<file path="src/rtl/core/wcs_pkg.sv">
// Shared definitions for the wash cycle sequencer: phase and program codes,
// register indexes, reset values, the configuration bundle and program timing tables.
// No dependencies; the design files refer to it by scoped names, the testbench imports it.
package wcs_pkg;

    localparam int MASS_BITS_DEF = 10;
    localparam int THR_BITS      = 10;
    localparam int TICK_BITS     = 16;
    localparam int SEC_BITS      = 8;
    localparam int PHASE_BITS    = 4;
    localparam int PROG_BITS     = 2;
    localparam int CFG_IDX_BITS  = 3;
    localparam int CFG_DATA_BITS = 16;
    localparam int BTN_BITS      = 4;

    // Phase codes, also reported on the result channel.
    localparam logic [PHASE_BITS-1:0] PH_MENU   = 4'd0;
    localparam logic [PHASE_BITS-1:0] PH_DOOR   = 4'd1;
    localparam logic [PHASE_BITS-1:0] PH_FILL   = 4'd2;
    localparam logic [PHASE_BITS-1:0] PH_OVER   = 4'd3;
    localparam logic [PHASE_BITS-1:0] PH_SETTLE = 4'd4;
    localparam logic [PHASE_BITS-1:0] PH_DISP   = 4'd5;
    localparam logic [PHASE_BITS-1:0] PH_AGIT   = 4'd6;
    localparam logic [PHASE_BITS-1:0] PH_DRAIN  = 4'd7;
    localparam logic [PHASE_BITS-1:0] PH_SPIN   = 4'd8;
    localparam logic [PHASE_BITS-1:0] PH_STOPD  = 4'd9;

    // Program codes.
    localparam logic [PROG_BITS-1:0] PROG_NORMAL   = 2'd1;
    localparam logic [PROG_BITS-1:0] PROG_DELICATE = 2'd2;
    localparam logic [PROG_BITS-1:0] PROG_QUICK    = 2'd3;

    // Configuration register indexes.
    localparam logic [CFG_IDX_BITS-1:0] REG_FILL_LOW_LARGE   = 3'd0;
    localparam logic [CFG_IDX_BITS-1:0] REG_FILL_HIGH_LARGE  = 3'd1;
    localparam logic [CFG_IDX_BITS-1:0] REG_FILL_LOW_SMALL   = 3'd2;
    localparam logic [CFG_IDX_BITS-1:0] REG_FILL_HIGH_SMALL  = 3'd3;
    localparam logic [CFG_IDX_BITS-1:0] REG_TICKS_PER_SECOND = 3'd4;
    localparam logic [CFG_IDX_BITS-1:0] REG_DISPENSE_SECONDS = 3'd5;
    localparam logic [CFG_IDX_BITS-1:0] REG_SETTLE_TICKS     = 3'd6;
    localparam logic [CFG_IDX_BITS-1:0] REG_STOP_DRAIN_TICKS = 3'd7;

    // Reset values of the configuration registers.
    localparam logic [THR_BITS-1:0]  RST_FILL_LOW_LARGE   = 10'd926;
    localparam logic [THR_BITS-1:0]  RST_FILL_HIGH_LARGE  = 10'd936;
    localparam logic [THR_BITS-1:0]  RST_FILL_LOW_SMALL   = 10'd682;
    localparam logic [THR_BITS-1:0]  RST_FILL_HIGH_SMALL  = 10'd692;
    localparam logic [THR_BITS-1:0]  RST_TICKS_PER_SECOND = 10'd100;
    localparam logic [SEC_BITS-1:0]  RST_DISPENSE_SECONDS = 8'd2;
    localparam logic [TICK_BITS-1:0] RST_SETTLE_TICKS     = 16'd100;
    localparam logic [TICK_BITS-1:0] RST_STOP_DRAIN_TICKS = 16'd100;

    typedef struct packed {
        logic [THR_BITS-1:0]  fill_low_large;
        logic [THR_BITS-1:0]  fill_high_large;
        logic [THR_BITS-1:0]  fill_low_small;
        logic [THR_BITS-1:0]  fill_high_small;
        logic [THR_BITS-1:0]  ticks_per_second;
        logic [SEC_BITS-1:0]  dispense_seconds;
        logic [TICK_BITS-1:0] settle_ticks;
        logic [TICK_BITS-1:0] stop_drain_ticks;
    } cfg_t;

    // Seconds loaded on entry to a timed phase; zero for phases that count ticks or wait.
    function automatic logic [SEC_BITS-1:0] phase_seconds(
        input logic [PHASE_BITS-1:0] ph,
        input logic [PROG_BITS-1:0]  prog,
        input logic                  rinse,
        input logic [SEC_BITS-1:0]   disp
    );
        logic [SEC_BITS-1:0] wash_s;
        logic [SEC_BITS-1:0] rinse_s;
        logic [SEC_BITS-1:0] spin_s;
        case (prog)
            PROG_DELICATE: begin wash_s = 8'd3; rinse_s = 8'd1; spin_s = 8'd1; end
            PROG_QUICK:    begin wash_s = 8'd4; rinse_s = 8'd2; spin_s = 8'd1; end
            default:       begin wash_s = 8'd5; rinse_s = 8'd3; spin_s = 8'd2; end
        endcase
        case (ph)
            PH_DISP:           phase_seconds = disp;
            PH_AGIT, PH_DRAIN: phase_seconds = rinse ? rinse_s : wash_s;
            PH_SPIN:           phase_seconds = spin_s;
            default:           phase_seconds = '0;
        endcase
    endfunction

endpackage

</file>
<file path="src/rtl/core/wash_cycle_sequencer.sv">
// Top level of the wash cycle sequencer: configuration registers and sequencer core.
// Depends on wcs_pkg, wcs_cfg and wcs_core.
//
//  Channel  | Direction | Ports                               | Contents
//  ---------+-----------+-------------------------------------+-------------------------------
//  s_       | in        | s_tvalid, s_tready, s_tdata         | one 10 ms tick of sampled pins
//  m_       | out       | m_tvalid, m_tready, m_tdata         | LED, actuator, phase, program
//  cfg_     | in        | cfg_wr_en, cfg_index, cfg_wdata     | register writes, no read-back
//
// The step is computed between the sequencer state registers and the result register,
// so a new transaction is accepted every cycle while the result register is empty or
// is being emptied in the same cycle.
// A valid result appears in the cycle after input acceptance.
// Reset (aresetn low at a clock edge) puts the sequencer in the menu with the normal
// program selected and loads the configuration reset values; no clearing pass follows.
// A stalled result holds the input side off (s_tready low) until it is taken.
module wash_cycle_sequencer #(
    parameter int MASS_BITS = wcs_pkg::MASS_BITS_DEF
) (
    input  logic                              aclk,
    input  logic                              aresetn,
    // Register writes: index selects the register in list order.
    input  logic                              cfg_wr_en,
    input  logic [wcs_pkg::CFG_IDX_BITS-1:0]  cfg_index,
    input  logic [wcs_pkg::CFG_DATA_BITS-1:0] cfg_wdata,
    // Input transaction.
    input  logic                              s_tvalid,
    output logic                              s_tready,
    // s_tdata from bit 0: up_pressed, down_pressed, enter_pressed, stop_pressed,
    // door_closed, mass_sample[MASS_BITS-1:0], zero fill.
    input  logic [((5 + MASS_BITS + 7) / 8) * 8 - 1:0] s_tdata,
    // Result transaction.
    output logic                              m_tvalid,
    input  logic                              m_tready,
    // m_tdata from bit 0: wash_led, rinse_led, dispense_led, spin_lamp, door_lock,
    // motor_on, inlet_open, outlet_open, phase[3:0], program_choice[1:0], zero fill.
    output logic [15:0]                       m_tdata
);

    localparam int IN_W  = ((5 + MASS_BITS + 7) / 8) * 8;
    localparam int OUT_W = 16;

    wcs_pkg::cfg_t cfg;

    wcs_cfg u_cfg (
        .aclk      (aclk),
        .aresetn   (aresetn),
        .cfg_wr_en (cfg_wr_en),
        .cfg_index (cfg_index),
        .cfg_wdata (cfg_wdata),
        .cfg       (cfg)
    );

    // The core applies each accepted tick to the sequencer and registers the result.
    wcs_core #(
        .MASS_BITS (MASS_BITS),
        .IN_W      (IN_W),
        .OUT_W     (OUT_W)
    ) u_core (
        .aclk     (aclk),
        .aresetn  (aresetn),
        .cfg      (cfg),
        .s_tvalid (s_tvalid),
        .s_tready (s_tready),
        .s_tdata  (s_tdata),
        .m_tvalid (m_tvalid),
        .m_tready (m_tready),
        .m_tdata  (m_tdata)
    );

endmodule

</file>
<file path="src/rtl/core/wcs_cfg.sv">
// Configuration register file of the wash cycle sequencer.
// Depends on wcs_pkg for register indexes, reset values and the cfg_t bundle.
module wcs_cfg (
    input  logic                              aclk,
    input  logic                              aresetn,
    input  logic                              cfg_wr_en,
    input  logic [wcs_pkg::CFG_IDX_BITS-1:0]  cfg_index,
    input  logic [wcs_pkg::CFG_DATA_BITS-1:0] cfg_wdata,
    output wcs_pkg::cfg_t                     cfg
);

    wcs_pkg::cfg_t cfg_reg;

    always_ff @(posedge aclk) begin
        if (!aresetn) begin
            cfg_reg.fill_low_large   <= wcs_pkg::RST_FILL_LOW_LARGE;
            cfg_reg.fill_high_large  <= wcs_pkg::RST_FILL_HIGH_LARGE;
            cfg_reg.fill_low_small   <= wcs_pkg::RST_FILL_LOW_SMALL;
            cfg_reg.fill_high_small  <= wcs_pkg::RST_FILL_HIGH_SMALL;
            cfg_reg.ticks_per_second <= wcs_pkg::RST_TICKS_PER_SECOND;
            cfg_reg.dispense_seconds <= wcs_pkg::RST_DISPENSE_SECONDS;
            cfg_reg.settle_ticks     <= wcs_pkg::RST_SETTLE_TICKS;
            cfg_reg.stop_drain_ticks <= wcs_pkg::RST_STOP_DRAIN_TICKS;
        end else if (cfg_wr_en) begin
            unique case (cfg_index)
                wcs_pkg::REG_FILL_LOW_LARGE:
                    cfg_reg.fill_low_large <= cfg_wdata[wcs_pkg::THR_BITS-1:0];
                wcs_pkg::REG_FILL_HIGH_LARGE:
                    cfg_reg.fill_high_large <= cfg_wdata[wcs_pkg::THR_BITS-1:0];
                wcs_pkg::REG_FILL_LOW_SMALL:
                    cfg_reg.fill_low_small <= cfg_wdata[wcs_pkg::THR_BITS-1:0];
                wcs_pkg::REG_FILL_HIGH_SMALL:
                    cfg_reg.fill_high_small <= cfg_wdata[wcs_pkg::THR_BITS-1:0];
                wcs_pkg::REG_TICKS_PER_SECOND:
                    cfg_reg.ticks_per_second <= cfg_wdata[wcs_pkg::THR_BITS-1:0];
                wcs_pkg::REG_DISPENSE_SECONDS:
                    cfg_reg.dispense_seconds <= cfg_wdata[wcs_pkg::SEC_BITS-1:0];
                wcs_pkg::REG_SETTLE_TICKS:
                    cfg_reg.settle_ticks <= cfg_wdata[wcs_pkg::TICK_BITS-1:0];
                wcs_pkg::REG_STOP_DRAIN_TICKS:
                    cfg_reg.stop_drain_ticks <= cfg_wdata[wcs_pkg::TICK_BITS-1:0];
                default: ;
            endcase
        end
    end

    assign cfg = cfg_reg;

endmodule

</file>
<file path="src/rtl/core/wcs_core.sv">
// Sequencer state, next-state logic and registered result of the wash cycle sequencer.
// Depends on wcs_pkg for phase and program codes, the cfg_t bundle and phase_seconds.
module wcs_core #(
    parameter int MASS_BITS = wcs_pkg::MASS_BITS_DEF,
    parameter int IN_W      = 16,
    parameter int OUT_W     = 16
) (
    input  logic              aclk,
    input  logic              aresetn,
    input  wcs_pkg::cfg_t     cfg,
    input  logic              s_tvalid,
    output logic              s_tready,
    input  logic [IN_W-1:0]   s_tdata,
    output logic              m_tvalid,
    input  logic              m_tready,
    output logic [OUT_W-1:0]  m_tdata
);

    localparam int CMP_W = (MASS_BITS > wcs_pkg::THR_BITS) ? MASS_BITS : wcs_pkg::THR_BITS;
    localparam int RES_W = 8 + wcs_pkg::PHASE_BITS + wcs_pkg::PROG_BITS;

    logic [wcs_pkg::PHASE_BITS-1:0] phase_reg,  phase_next;
    logic [wcs_pkg::PROG_BITS-1:0]  prog_reg,   prog_next;
    logic                           rinse_reg,  rinse_next;
    logic [wcs_pkg::TICK_BITS-1:0]  tick_reg,   tick_next;
    logic [wcs_pkg::SEC_BITS-1:0]   sec_reg,    sec_next;
    logic [wcs_pkg::BTN_BITS-1:0]   btn_reg;
    logic                           lock_reg,   lock_next;
    logic                           valid_reg;
    logic [OUT_W-1:0]               data_reg;

    logic                           accept;
    logic [wcs_pkg::BTN_BITS-1:0]   btn;
    logic [wcs_pkg::BTN_BITS-1:0]   rise;
    logic                           ev_up, ev_down, ev_enter, ev_stop;
    logic                           door;
    logic [CMP_W-1:0]               mass;
    logic [CMP_W-1:0]               lo, hi;
    logic [wcs_pkg::TICK_BITS-1:0]  tick_inc;
    logic [wcs_pkg::TICK_BITS-1:0]  tps;
    logic [wcs_pkg::TICK_BITS-1:0]  tick_len;
    logic [wcs_pkg::SEC_BITS-1:0]   sec_dec;
    logic                           do_enter;
    logic [wcs_pkg::PHASE_BITS-1:0] tgt;
    logic                           pass_on;
    logic [RES_W-1:0]               result;

    assign accept = s_tvalid && s_tready;
    assign s_tready = !valid_reg || m_tready;

    assign btn  = s_tdata[wcs_pkg::BTN_BITS-1:0];
    assign rise = btn & ~btn_reg;
    // Only the highest-priority rising edge of the step counts.
    assign ev_up    = rise[0];
    assign ev_down  = !rise[0] && rise[1];
    assign ev_enter = !rise[0] && !rise[1] && rise[2];
    assign ev_stop  = !rise[0] && !rise[1] && !rise[2] && rise[3];
    assign door = s_tdata[4];
    assign mass = CMP_W'(s_tdata[5 +: MASS_BITS]);

    assign lo = (prog_reg == wcs_pkg::PROG_NORMAL) ? CMP_W'(cfg.fill_low_large)
                                                   : CMP_W'(cfg.fill_low_small);
    assign hi = (prog_reg == wcs_pkg::PROG_NORMAL) ? CMP_W'(cfg.fill_high_large)
                                                   : CMP_W'(cfg.fill_high_small);

    assign tick_inc = tick_reg + 1'b1;
    assign tps = (cfg.ticks_per_second == '0) ? wcs_pkg::TICK_BITS'(1)
                                              : wcs_pkg::TICK_BITS'(cfg.ticks_per_second);
    assign tick_len = (phase_reg == wcs_pkg::PH_SETTLE) ? cfg.settle_ticks
                                                        : cfg.stop_drain_ticks;
    assign sec_dec = (sec_reg != '0) ? sec_reg - 1'b1 : sec_reg;

    always_comb begin
        phase_next = phase_reg;
        prog_next  = prog_reg;
        rinse_next = rinse_reg;
        tick_next  = tick_reg;
        sec_next   = sec_reg;
        lock_next  = lock_reg;
        do_enter   = 1'b0;
        tgt        = wcs_pkg::PH_MENU;

        unique case (phase_reg)
            wcs_pkg::PH_MENU: begin
                if (ev_up) begin
                    if (prog_reg == wcs_pkg::PROG_QUICK)
                        prog_next = wcs_pkg::PROG_DELICATE;
                    else if (prog_reg == wcs_pkg::PROG_DELICATE)
                        prog_next = wcs_pkg::PROG_NORMAL;
                end else if (ev_down) begin
                    if (prog_reg == wcs_pkg::PROG_NORMAL)
                        prog_next = wcs_pkg::PROG_DELICATE;
                    else if (prog_reg == wcs_pkg::PROG_DELICATE)
                        prog_next = wcs_pkg::PROG_QUICK;
                end else if (ev_enter) begin
                    rinse_next = 1'b0;
                    do_enter   = 1'b1;
                    tgt        = wcs_pkg::PH_DOOR;
                end else if (ev_stop) begin
                    prog_next = wcs_pkg::PROG_NORMAL;
                end
            end
            wcs_pkg::PH_DOOR, wcs_pkg::PH_FILL, wcs_pkg::PH_OVER, wcs_pkg::PH_SETTLE,
            wcs_pkg::PH_DISP, wcs_pkg::PH_AGIT, wcs_pkg::PH_DRAIN, wcs_pkg::PH_SPIN,
            wcs_pkg::PH_STOPD: begin
                if (ev_stop && phase_reg != wcs_pkg::PH_STOPD) begin
                    do_enter = 1'b1;
                    tgt      = wcs_pkg::PH_STOPD;
                end else if (phase_reg == wcs_pkg::PH_DOOR) begin
                    if (door) begin
                        do_enter = 1'b1;
                        if (mass <= lo)
                            tgt = wcs_pkg::PH_FILL;
                        else if (mass > hi)
                            tgt = wcs_pkg::PH_OVER;
                        else
                            tgt = wcs_pkg::PH_SETTLE;
                    end
                end else if (phase_reg == wcs_pkg::PH_FILL) begin
                    if (mass > lo) begin
                        do_enter = 1'b1;
                        tgt = (mass > hi) ? wcs_pkg::PH_OVER : wcs_pkg::PH_SETTLE;
                    end
                end else if (phase_reg == wcs_pkg::PH_OVER) begin
                    if (mass <= hi) begin
                        do_enter = 1'b1;
                        tgt      = wcs_pkg::PH_SETTLE;
                    end
                end else if (phase_reg == wcs_pkg::PH_SETTLE ||
                             phase_reg == wcs_pkg::PH_STOPD) begin
                    // Tick-counted phases.
                    tick_next = tick_inc;
                    if (tick_inc >= tick_len) begin
                        do_enter = 1'b1;
                        if (phase_reg == wcs_pkg::PH_STOPD)
                            tgt = wcs_pkg::PH_MENU;
                        else
                            tgt = rinse_reg ? wcs_pkg::PH_AGIT : wcs_pkg::PH_DISP;
                    end
                end else begin
                    // Second-counted phases: dispense, agitate, drain and spin.
                    tick_next = tick_inc;
                    if (tick_inc >= tps) begin
                        tick_next = '0;
                        sec_next  = sec_dec;
                        if (sec_dec == '0) begin
                            do_enter = 1'b1;
                            unique case (phase_reg)
                                wcs_pkg::PH_DISP: tgt = wcs_pkg::PH_AGIT;
                                wcs_pkg::PH_AGIT: tgt = wcs_pkg::PH_DRAIN;
                                wcs_pkg::PH_DRAIN: begin
                                    if (!rinse_reg) begin
                                        // The wash pass is over: unlock and start rinse.
                                        rinse_next = 1'b1;
                                        lock_next  = 1'b0;
                                        tgt        = wcs_pkg::PH_DOOR;
                                    end else begin
                                        tgt = wcs_pkg::PH_SPIN;
                                    end
                                end
                                default: tgt = wcs_pkg::PH_MENU;
                            endcase
                        end
                    end
                end
            end
            default: begin
                do_enter = 1'b1;
                tgt      = wcs_pkg::PH_MENU;
            end
        endcase

        // Phase entry, skipping phases whose length is zero within the same step.
        if (do_enter) begin
            tick_next = '0;
            if (tgt == wcs_pkg::PH_SETTLE) begin
                lock_next = 1'b1;
                if (cfg.settle_ticks == '0)
                    tgt = rinse_next ? wcs_pkg::PH_AGIT : wcs_pkg::PH_DISP;
            end
            if (tgt == wcs_pkg::PH_DISP && cfg.dispense_seconds == '0)
                tgt = wcs_pkg::PH_AGIT;
            if (tgt == wcs_pkg::PH_STOPD && cfg.stop_drain_ticks == '0)
                tgt = wcs_pkg::PH_MENU;
            if (tgt == wcs_pkg::PH_MENU) begin
                prog_next  = wcs_pkg::PROG_NORMAL;
                rinse_next = 1'b0;
                lock_next  = 1'b0;
            end
            phase_next = tgt;
            sec_next   = wcs_pkg::phase_seconds(tgt, prog_next, rinse_next,
                                                cfg.dispense_seconds);
        end
    end

    assign pass_on = (phase_next >= wcs_pkg::PH_SETTLE) && (phase_next <= wcs_pkg::PH_DRAIN);
    assign result = {
        prog_next,
        phase_next,
        (phase_next == wcs_pkg::PH_DRAIN) || (phase_next == wcs_pkg::PH_SPIN) ||
            (phase_next == wcs_pkg::PH_STOPD),
        (phase_next == wcs_pkg::PH_DOOR) || (phase_next == wcs_pkg::PH_FILL) ||
            (phase_next == wcs_pkg::PH_OVER),
        (phase_next == wcs_pkg::PH_AGIT) || (phase_next == wcs_pkg::PH_SPIN),
        lock_next,
        phase_next == wcs_pkg::PH_SPIN,
        phase_next == wcs_pkg::PH_DISP,
        pass_on && rinse_next,
        pass_on && !rinse_next
    };

    always_ff @(posedge aclk) begin
        if (!aresetn) begin
            phase_reg <= wcs_pkg::PH_MENU;
            prog_reg  <= wcs_pkg::PROG_NORMAL;
            rinse_reg <= 1'b0;
            tick_reg  <= '0;
            sec_reg   <= '0;
            btn_reg   <= '0;
            lock_reg  <= 1'b0;
            valid_reg <= 1'b0;
        end else begin
            if (accept) begin
                phase_reg <= phase_next;
                prog_reg  <= prog_next;
                rinse_reg <= rinse_next;
                tick_reg  <= tick_next;
                sec_reg   <= sec_next;
                btn_reg   <= btn;
                lock_reg  <= lock_next;
                valid_reg <= 1'b1;
            end else if (m_tready) begin
                valid_reg <= 1'b0;
            end
        end
    end

    always_ff @(posedge aclk) begin
        if (accept)
            data_reg <= OUT_W'(result);
    end

    assign m_tvalid = valid_reg;
    assign m_tdata  = data_reg;

endmodule

</file>
<file path="config.mk">
export PLATFORM = sky130hd
export DESIGN_NAME = wash_cycle_sequencer
export DESIGN_NICKNAME = d
export VERILOG_FILES = /design/src/rtl/core/wcs_pkg.sv /design/src/rtl/core/wash_cycle_sequencer.sv /design/src/rtl/core/wcs_cfg.sv /design/src/rtl/core/wcs_core.sv
export SDC_FILE = /design/constraint.sdc
export NUM_CORES = 1
export LEC_CHECK = 0
export ABC_AREA = 1
export CAP_MARGIN = 20
export CORE_ASPECT_RATIO = 0.8
export CORE_MARGIN = 3
export CORE_UTILIZATION = 57
export DETAILED_ROUTE_END_ITERATION = 8
export DONT_BUFFER_PORTS = 1
export PLACE_DENSITY = 0.79
export RECOVER_POWER = 50
export SETUP_SLACK_MARGIN = 0.02
export SLEW_MARGIN = 15
export SYNTH_ARGS = -nofsm -noshare
export SYNTH_HDL_FRONTEND = slang
export SYNTH_SLANG_ARGS = --single-unit
</file>
<file path="constraint.sdc">
create_clock -name aclk -period 3.8 [get_ports aclk]
set_input_delay 0.19 -clock aclk [delete_from_list [all_inputs] [get_ports aclk]]
set_output_delay 0.19 -clock aclk [all_outputs]
set_load 0.01 [all_outputs]
</file>
==> metrics.txt <==
outcome finished with violations; failing checks negative setup slack; die height 113 um; Async SR Flop Fraction 0; Placed Cells between 1k and 1.5k; Post-Syn Area 8130 um2; HP Class input port to register; Layout Utilization 0.730; PortBufs 0; P&R area growth vs syn 23.5%; post-route setup TNS -2240 ps; DRC 0; pre-CTS setup slack -34.6 ps; vias in the first global route around 7k; core area 13700 um2; leakage power 4.68 nW; Worst EP arrival about 4300 ps; TritonCTS buffer count 17; crit end category register; routed len/inst approximately 17 um; area leader, netlist dfxtp_1; total wire length between 20 and 25 mm; PwrDens approximately 520 nW/um2; top_reg_cell synth dfxtp_1; first-pass iteration count of the detailed router 5; DR iter-0 viols a little under 900; Final min period approximately 4000 ps; Mapped Cells about 1.1k; post-synth top area share 0.313; RSZ-0062 raised after global routing true; Switch Pwr 0.00190 W; Non-Filler Instances between 1k and 1.5k; Max H-tree Level 4; nets 1299; pin count of the biggest net entering global routing 100; Max Used Layer met5; die area 15700 um2; Yosys cell types 47; Fin Clk Skew ~8.7 ps; max cap viols 0; met2 WL ~10 mm; Pint 0.00332 W; Clock power frac 0.314; clk_lat worst skew about 430 ps; DR vias/cell between 5 and 6; initial core utilization 0.591; first-pass GRT wire length 34.5 mm; share of cells above drive strength 1 0.183; Mean Syn Cell Area a little over 7 um2; Post-synth EDFFs 14; VDD IR max between 0.4 and 0.5 mV; worst-margin pin slew roughly 740 ps; data required time of the worst path between 4000 and 5000 ps; Setup-failing EPs final 21; via count 8006; CTS sink count ~140; Pwr Total 0.00522 W; Rows 38; CTS tree yes; final worst setup slack -196 ps; fin. max-slew vios 0; dpl hpwl 14.1 mm; RePlAce Congestion 0.908; Final Hold Fails 0; Seq/Total Area, Yosys 0.365; max FFs per register 90; clock root buffer clkbuf_16; count of state elements after synthesis 141; WS Path Type register to register; Overall Global Routing Usage 0.267; grt ovf 0; top cells by area, synth dfxtp_1 31%, nand2_1 10%, nor2_1 8.5%; sequential share of power 0.337; Worst path slowest cell dfxtp_2; Max-Slew Margin vs Limit 0.504; initial antenna violation count 2; Ys Warns 0; sw frac 0.365; met3 wire len approximately 2.2 mm; Worst path max stage delay 340 ps; IO Pins slightly below 60; worst-path fanout max 7; post-route ant nets 0; Bufs on Longest Clock Path 2; fmax between 200 and 300 MHz; die width 139 um; combinational share of power 0.349; wl on met1 ~10 mm; Clock transition at path regs ~60 ps; period utilization 1.05; startpoint types register
## metrics by stage
stage          hold slack, ps  cell area, um2
2_1_floorplan             316            8130
3_3_place_gp              299            8540
3_5_place_dp              314            8540
4_1_cts                  46.4            9370
5_1_grt                  43.8           10000
6_report                 23.9           10000
## logic make-up (layout without fill, tap and decap cells)
kind of cell / after synthesis / in the layout / synth area share
muxes: 34 / 34 / 0.0420
other: 1 / 3 / 0.000461
DFF: 141 / 141 / 0.365
and+or+nand+nor: 532 / 532 / 0.287
adders and majority gates: 53 / 53 / 0.0816
xor gates and xnor gates: 10 / 10 / 0.0108
AOI/OAI and AO/OA: 194 / 194 / 0.131
buffers and inverters: 174 / 253 / 0.0825
## power by group through the flow
stage | clock network (W) | registers [W] | logic, W
3_5_place_dp | 0 | 0.00177 | 0.00142
3_3_place_gp | 0 | 0.00177 | 0.00139
5_1_grt | 0.00171 | 0.00177 | 0.00201
4_1_cts | 0.00164 | 0.00174 | 0.00150
2_1_floorplan | 0 | 0.00175 | 0.00108
6_report | 0.00164 | 0.00176 | 0.00182
## synth_stat cells (all sizes together) (5+ instances only)
library cell,instances
buf,11
mux2i,33
dfxtp,127
nand3,62
o211ai,5
inv,131
nor2,198
ha,53
o21ai,101
nand2,232
nand4,15
xor2,10
nor4,11
a211oi,13
edfxtp,14
a21oi,66
nor3,10
clkbuf,30
## layer usage
metal,vias to the layer above,GRT usage
met5,-,0
met4,2,0.0769
met3,66,0.0735
met2,391,0.406
met1,3675,0.374
li1,3872,-
## path summary, 6_finish.rpt
check | start | end | slack (ps) | depth (start not counted)
max | u_core.phase_reg[2]$_SDFFE_PN0P_ | u_core.sec_reg[1]$_SDFFE_PN0P_ | -200 | 30
max reg2reg | u_core.phase_reg[2]$_SDFFE_PN0P_ | u_core.sec_reg[1]$_SDFFE_PN0P_ | -200 | 30
min reg2reg | u_cfg.cfg[50]$_SDFFE_PN0P_ | u_cfg.cfg[50]$_SDFFE_PN0P_ | 450 | 2
min | aresetn | u_core.tick_reg[0]$_SDFFE_PN0P_ | 20 | 2
## critical path: cells and delay by family (launching register included)
family          cells  cell delay [ps]
compound gates      4              730
fa+ha+maj           1              240
buf+inv             6              580
flops               1              340
mux                 1              270
simple gates       18             1730
## final cells by class
type,instances,area [um2]
Clock inverter,11,105
Timing Repair Buffer,88,828
Clock buffer,21,472
Inverter,133,507
Antenna cell,1,2.50
Multi-Input combinational cell,825,4920
Tap cell,180,225
Sequential cell,141,2980
Fill cell,1017,3710
## what timing repair did
action,CTS,global route
pin swaps,0,47
hold buffers,22,0
setup endpoints to repair,17,46
setup buffers,0,18
hold endpoints to repair,99,0
cloned,0,4
resized for setup,5,114
## placed cells by master (no fill, tap or decap), types with 11 or more instances in the layout
cell | netlist | routed
clkbuf_16 | 0 | 22
a211oi_1 | 13 | 11
nand3_1 | 58 | 51
ha_1 | 53 | 48
a21oi_2 | 0 | 12
mux2i_1 | 33 | 23
o21ai_0 | 88 | 84
nand2_2 | 9 | 23
edfxtp_1 | 14 | 14
nor2_1 | 185 | 177
inv_2 | 6 | 12
o21ai_1 | 11 | 14
nor2_2 | 8 | 13
dlygate4sd3_1 | 0 | 21
a21oi_1 | 65 | 53
buf_4 | 3 | 52
inv_1 | 125 | 116
nand2_1 | 217 | 199
dfxtp_1 | 127 | 120
nand4_1 | 14 | 14
Power figures use the tool's default switching activity.
